==> src/assert_macros.svh <==
// Assertion macros shared by the curve point unit modules.
// No dependencies; included by files that carry concurrent checks.
`ifndef ASSERT_MACROS_SVH
`define ASSERT_MACROS_SVH

// Same-cycle implication, disabled during reset
`define CHC_ASSERT_IMPL(name, clk, rst, ante, cons) \
   name: assert property (@(posedge clk) disable iff (rst) (ante) |-> (cons)) \
      else $error("same-cycle implication check failed");

// Next-cycle implication, disabled during reset
`define CHC_ASSERT_NEXT(name, clk, rst, ante, cons) \
   name: assert property (@(posedge clk) disable iff (rst) (ante) |=> (cons)) \
      else $error("next-cycle implication check failed");

`endif

==> src/chc_pkg.sv <==
// Types and constants of the cubic Hermite curve point unit.
// No dependencies; imported by every module of the block.
package chc_pkg;

   // Field widths
   localparam int COORD_BITS    = 16;
   localparam int STEP_BITS     = 16;
   // Coefficients need four more bits than a coordinate (|B| < 6 * 2^16)
   localparam int COEF_BITS     = COORD_BITS + 4;

   // Register port
   localparam int CSR_DATA_BITS = 32;
   localparam int CSR_ADDR_BITS = 3;
   localparam logic [CSR_ADDR_BITS-3:0] REG_NUM_STEPS = '0;
   localparam logic [STEP_BITS-1:0] NUM_STEPS_RESET = 16'd2000;

   // Coefficient queue between front and back
   localparam int QUEUE_DEPTH   = 4;

   typedef logic signed [COORD_BITS-1:0] coord_type;
   typedef logic signed [COEF_BITS-1:0]  coef_type;

   localparam coord_type COORD_MAX = {1'b0, {(COORD_BITS-1){1'b1}}};
   localparam coord_type COORD_MIN = {1'b1, {(COORD_BITS-1){1'b0}}};

   typedef struct packed {
      coord_type             start_x;
      coord_type             start_y;
      coord_type             start_handle_x;
      coord_type             start_handle_y;
      coord_type             end_x;
      coord_type             end_y;
      coord_type             end_handle_x;
      coord_type             end_handle_y;
      logic [STEP_BITS-1:0]  step_index;
   } req_type;

   typedef struct packed {
      coord_type point_x;
      coord_type point_y;
      logic      clipped;
   } rsp_type;

   // Cubic coefficients of one axis: a*u^3 + b*u^2 + c*u + d
   typedef struct packed {
      coef_type  a;
      coef_type  b;
      coef_type  c;
      coord_type d;
   } axis_coef_type;

   typedef struct packed {
      axis_coef_type x;
      axis_coef_type y;
   } curve_coef_type;

   typedef struct packed {
      logic full;
      logic empty;
   } queue_status_type;

endpackage

==> src/chc_fifo.sv <==
// Short queue of coefficient/parameter items between front and back.
// Depends on chc_pkg and assert_macros.svh.
`include "assert_macros.svh"

module chc_fifo
   import chc_pkg::*;
#(
   parameter int WIDTH = 8
) (
   input  logic             clock,
   input  logic             reset,
   input  logic             push_valid,
   input  logic [WIDTH-1:0] push_data,
   input  logic             pop,
   output logic [WIDTH-1:0] pop_data,
   output queue_status_type status
);

   localparam int PTR_BITS = $clog2(QUEUE_DEPTH);
   localparam int CNT_BITS = $clog2(QUEUE_DEPTH + 1);
   localparam logic [PTR_BITS-1:0] LAST_SLOT = PTR_BITS'(QUEUE_DEPTH - 1);

   logic [WIDTH-1:0]    slot_ff [QUEUE_DEPTH];
   logic [PTR_BITS-1:0] wr_ptr_ff, wr_ptr_in;
   logic [PTR_BITS-1:0] rd_ptr_ff, rd_ptr_in;
   logic [CNT_BITS-1:0] count_ff, count_in;
   logic                push;

   assign status.full  = (count_ff == CNT_BITS'(QUEUE_DEPTH));
   assign status.empty = (count_ff == '0);
   assign push         = push_valid && !status.full;
   assign pop_data     = slot_ff[rd_ptr_ff];

   // pointer and fill count update
   always_comb begin
      wr_ptr_in = wr_ptr_ff;
      rd_ptr_in = rd_ptr_ff;
      if (push) begin
         wr_ptr_in = (wr_ptr_ff == LAST_SLOT) ? '0 : wr_ptr_ff + 1'b1;
      end
      if (pop) begin
         rd_ptr_in = (rd_ptr_ff == LAST_SLOT) ? '0 : rd_ptr_ff + 1'b1;
      end
      case ({push, pop})
         2'b10:   count_in = count_ff + 1'b1;
         2'b01:   count_in = count_ff - 1'b1;
         default: count_in = count_ff;
      endcase
   end

   always_ff @(posedge clock) begin
      if (reset) begin
         wr_ptr_ff <= '0;
         rd_ptr_ff <= '0;
         count_ff  <= '0;
      end else begin
         wr_ptr_ff <= wr_ptr_in;
         rd_ptr_ff <= rd_ptr_in;
         count_ff  <= count_in;
      end
   end

   // storage
   always_ff @(posedge clock) begin
      if (push) begin
         slot_ff[wr_ptr_ff] <= push_data;
      end
   end

   `CHC_ASSERT_NEXT(a_count_up, clock, reset, push && !pop, count_ff == $past(count_ff) + 1'b1)
   `CHC_ASSERT_IMPL(a_no_underflow, clock, reset, pop, count_ff != '0)
   `CHC_ASSERT_IMPL(a_count_bound, clock, reset, 1'b1, count_ff <= CNT_BITS'(QUEUE_DEPTH))

endmodule

==> config.mk <==
export PLATFORM = sky130hd
export DESIGN_NAME = chc_fifo
export DESIGN_NICKNAME = d
export VERILOG_FILES = /design/src/chc_pkg.sv /design/src/chc_fifo.sv
export VERILOG_INCLUDE_DIRS = /design/src /design/src/src
export SDC_FILE = /design/constraint.sdc
export NUM_CORES = 1
export LEC_CHECK = 0
export BUFFER_PORTS_ARGS = -buffer_cell sky130_fd_sc_hd__buf_4
export CAP_MARGIN = 30
export CORE_ASPECT_RATIO = 1.75
export CORE_MARGIN = 2
export CORE_UTILIZATION = 60
export CTS_CLUSTER_SIZE = 30
export DETAILED_ROUTE_END_ITERATION = 10
export PLACE_DENSITY = 0.89
export REMOVE_ABC_BUFFERS = 1
export SYNTH_ARGS = -nofsm -noshare
export SYNTH_HDL_FRONTEND = slang
export SYNTH_SLANG_ARGS = --single-unit
==> constraint.sdc <==
create_clock -name clock -period 3.66 [get_ports clock]
set_input_delay 0.366 -clock clock [delete_from_list [all_inputs] [get_ports clock]]
set_output_delay 0.366 -clock clock [all_outputs]
set_load 0.01 [all_outputs]
==> metrics.log <==
INFO  metric synthesis.yosys.warnings = 0
INFO  metric antennaDiodeCount = 0
INFO  metric critical_path_cell_by_cell = or3b_1 > and2_4 > inv_1 > ha_1 > inv_1 > fa_1 > xor2_1 > or3_2 > a21oi_1
INFO  metric sw_frac_of_total = about a quarter
INFO  metric tightest_slew = approximately 0.54 ns
INFO  metric fin_setup_tns = 0 ns
INFO  metric postSynthAreaPerCell = 17.27 um2
INFO  metric area.growth.synth_to_final = 15.71%
INFO  metric power.ir.vdd_worst = between 0.5 and 0.6 mV
INFO  metric routed-via-count = about 840
INFO  metric cts_buffer_depth = 2
INFO  metric dp.final_hpwl = roughly 1.9 mm
INFO  metric route.met2.wl = 1.471 mm
INFO  metric mappedNetlistArea = about 0.0016 mm2
INFO  metric fill_cells = 170
INFO  metric grt_start_max_net_pins = 13
INFO  metric routabilityCongestion = 0.6794
INFO  metric grt_setup_unrepaired = no
INFO  metric timing.critical_path.mode_cell = inv_1
INFO  metric startpoint_type = flop
INFO  metric chipWidth = 43.53 um
INFO  metric critical_path.reg2reg.endpoint = count_ff[2]
INFO  metric antenna_violating_nets_post_route = 0
INFO  metric pwr-share-clk = between 20% and 30%
INFO  metric fmax = around 400 MHz
INFO  metric criticalPathCategory = flop to flop
INFO  metric route.detailed.vias_per_inst = between 5 and 6
INFO  metric area_taken_by_multi_input_logic_gates = 445.4 um2
INFO  metric maximum_level_of_the_cts_h_tree = 2
INFO  metric sequentialPowerShare = a little under three fifths
INFO  metric globalRouteTotalUtil = between 10% and 20%
INFO  metric critical_path.endpoint = count_ff[2]
INFO  metric min_path_type = input port to flop
INFO  metric synth.yosys.seq_area_share = around 70%
INFO  metric critical_path.max_stage_delay = between 0.4 and 0.5 ns
INFO  metric postCtsSetupRepairBufs = 0
INFO  metric worst_clock_skew = slightly below 0.003 ns
INFO  metric total_power = a little over 0.001 W
INFO  metric detailroute.wirelength.met3 = ~100 um
INFO  metric hold_start = push_data[1]
INFO  metric initial_core_util = between 60% and 70%
INFO  metric layout_commonest_cell = edfxtp_1
INFO  metric report.final.hold_viol_count = 0
INFO  metric drt_pre_antenna_iters = 4
INFO  metric die_y = approximately 73 um
INFO  metric crit_path_start = count_ff[2]
INFO  metric p_per_area = between 500 and 600 mW/mm2
INFO  metric later_pin_clock_latency_in_the_skew_report = approximately 0.29 ns
INFO  metric routed_wirelength = ~2.6 mm
INFO  metric setup_viol = 0
INFO  metric clock-sinks = 41
INFO  metric crit_required = a little under 4 ns
INFO  metric grt_first_pass_wirelength = around 4.1 mm
INFO  metric r2r-start = count_ff[2]
INFO  metric synth_top_cell_area_share = between 50 and 60%
INFO  metric routed.top_layer = met4
INFO  metric critPathArrivalTime = roughly 2.8 ns
INFO  metric worst-r2r-cell-count = 9
INFO  metric slowest_cell_on_the_critical_path = or3b_1
INFO  metric yosys_register_bits = between 40 and 50
INFO  metric post_synthesis_cell_type_with_the_largest_combined_area = edfxtp_1
INFO  metric first_iter_violations = 6
INFO  metric run_status = completed
INFO  metric grt-ovfl-total = 0
INFO  metric crit_fanout = 9
INFO  metric synth_top_cells_by_area = edfxtp_1 59%, dfxtp_1 11%, mux4_2 11%, ha_1 4.6%, inv_1 1.8%
INFO  metric maxSlewViolCount = 0
INFO  metric avgRoutedWirePerCell = between 15 and 20 um
INFO  metric ios = 22
INFO  metric comb_power_share = 15.5%
INFO  metric detail_route.drc_violations = 0
INFO  metric m1WireLength = around 910 um
INFO  metric first_global_vias = approximately 900
INFO  metric cts_buffers = 5
INFO  metric grt_antenna_before_repair = 0
INFO  metric path_clk_slew = ~0.07 ns
INFO  metric cts_tree = yes
INFO  metric final_net_count = about 140
INFO  metric share_of_cells_above_drive_strength_1 = between 30% and 40%
INFO  metric place.port_buffers = 21
INFO  metric die_outline_area = approximately 0.0032 mm2
INFO  metric root_buffer = clkbuf_8
INFO  metric power.leakage = 0.7168 nW
INFO  metric seq_area = 0.001141 mm2
INFO  metric timing.reg2reg.setup_slack = around 1.1 ns
INFO  metric post-route-min-period = about 2.5 ns
INFO  metric intPower = just under 0.0008 W
INFO  metric critical_path.endpoint_type = flop
INFO  metric netSwitchingPower = 0.0002358 W
INFO  metric post_synth_inst_count = 95
INFO  metric most-common-layout-cells = 32 x edfxtp_1, 21 x buf_4, 9 x dfxtp_1
INFO  metric cts_hold_repair.buffers = 0
INFO  metric cts_repair_resize_count = 0
INFO  metric coreArea = 0.002659 mm2
INFO  metric min_period_over_period = approximately 69%
INFO  metric placement_rows = 25
INFO  metric maxCapViolations = 0
INFO  metric slew_headroom = 63.76%
INFO  metric post-route-util = between 70% and 80%
INFO  metric distinct_cells_synth = 25
-- layout make-up --
class                      instances  area share, %
sequential                        41          60.12
multi-input combinational         42          23.47
timing repair buffer              21          8.306
clock buffer                       8          4.746
tap                               27          1.780
inverter                           8          1.582
-- cells by family after synthesis --
kind of cell	after synthesis	share of synthesized area, %
buf+inv	12	3.279
fa+ha+maj	7	5.797
xor+xnor	2	1.068
compound gates	7	2.746
mux	9	11.59
simple gates	17	5.951
flops	41	69.56
-- power groups by stage --
stage / sequential, W / clock (W) / combinational (W)
6_report: 0.000562 / 0.000292 / 0.000157
5_1_grt: 0.000566 / 0.000318 / 0.000175
4_1_cts: 0.000563 / 0.000299 / 0.000160
3_5_place_dp: 0.000573 / 0 / 0.000159
3_3_place_gp: 0.000569 / 0 / 0.000149
2_1_floorplan: 0.000566 / 0 / 0.0000941
-- per-layer routing --
metal | track usage [%] | vias to the layer above
li1 | - | 399
met5 | 0 | -
met1 | 18.91 | 414
met3 | 6.188 | 6
met4 | 10.10 | 0
met2 | 33.83 | 22
-- worst min path at each step --
stage                         end  slack [ns]  cells after the start
floorplan             count_ff[2]        0.44                      1
global placement      count_ff[2]        0.48                      2
detailed placement    count_ff[2]        0.52                      2
CTS                 slot_ff[2][3]        0.27                      1
global route        slot_ff[1][3]        0.26                      1
finish              slot_ff[0][1]        0.28                      1
-- critical path: cells and delay by family, from the launching register on --
family	cells	cell delay [ns]
simple gates	3	1.12
fa+ha+maj	2	0.56
flops	1	0.36
xor+xnor	1	0.17
compound gates	1	0.15
buf+inv	2	0.12
-- cells in the mapped netlist (all sizes together) --
cell type  count
edfxtp        32
dfxtp          9
inv            8
mux4           8
ha             6
nor2           5
a21oi          4
and3           4
buf            3
nand3          2
nor3           2
xor2           2
a21o           1
and2           1
clkbuf         1
fa             1
mux2i          1
nor3b          1
o21ai          1
o31ai          1
or3            1
or3b           1
-- per-stage QoR --
stage               hold slack [ns]  cells  area (um2)  setup WS [ns]
detailed placement           0.5249    139        1808          1.146
global placement             0.4769    139        1808          1.277
floorplan                    0.4351     91        1617          1.342
global route                 0.2628    147        1898         0.9676
CTS                          0.2672    147        1898          1.113
finish                       0.2778    147        1898          1.123
-- state kept, by name, indices dropped and copies added (netlist names), named ones only --
signal and flops:
count_ff 3, rd_ptr_ff 2, slot_ff 32, wr_ptr_ff 2
Power figures use the tool's default switching activity.
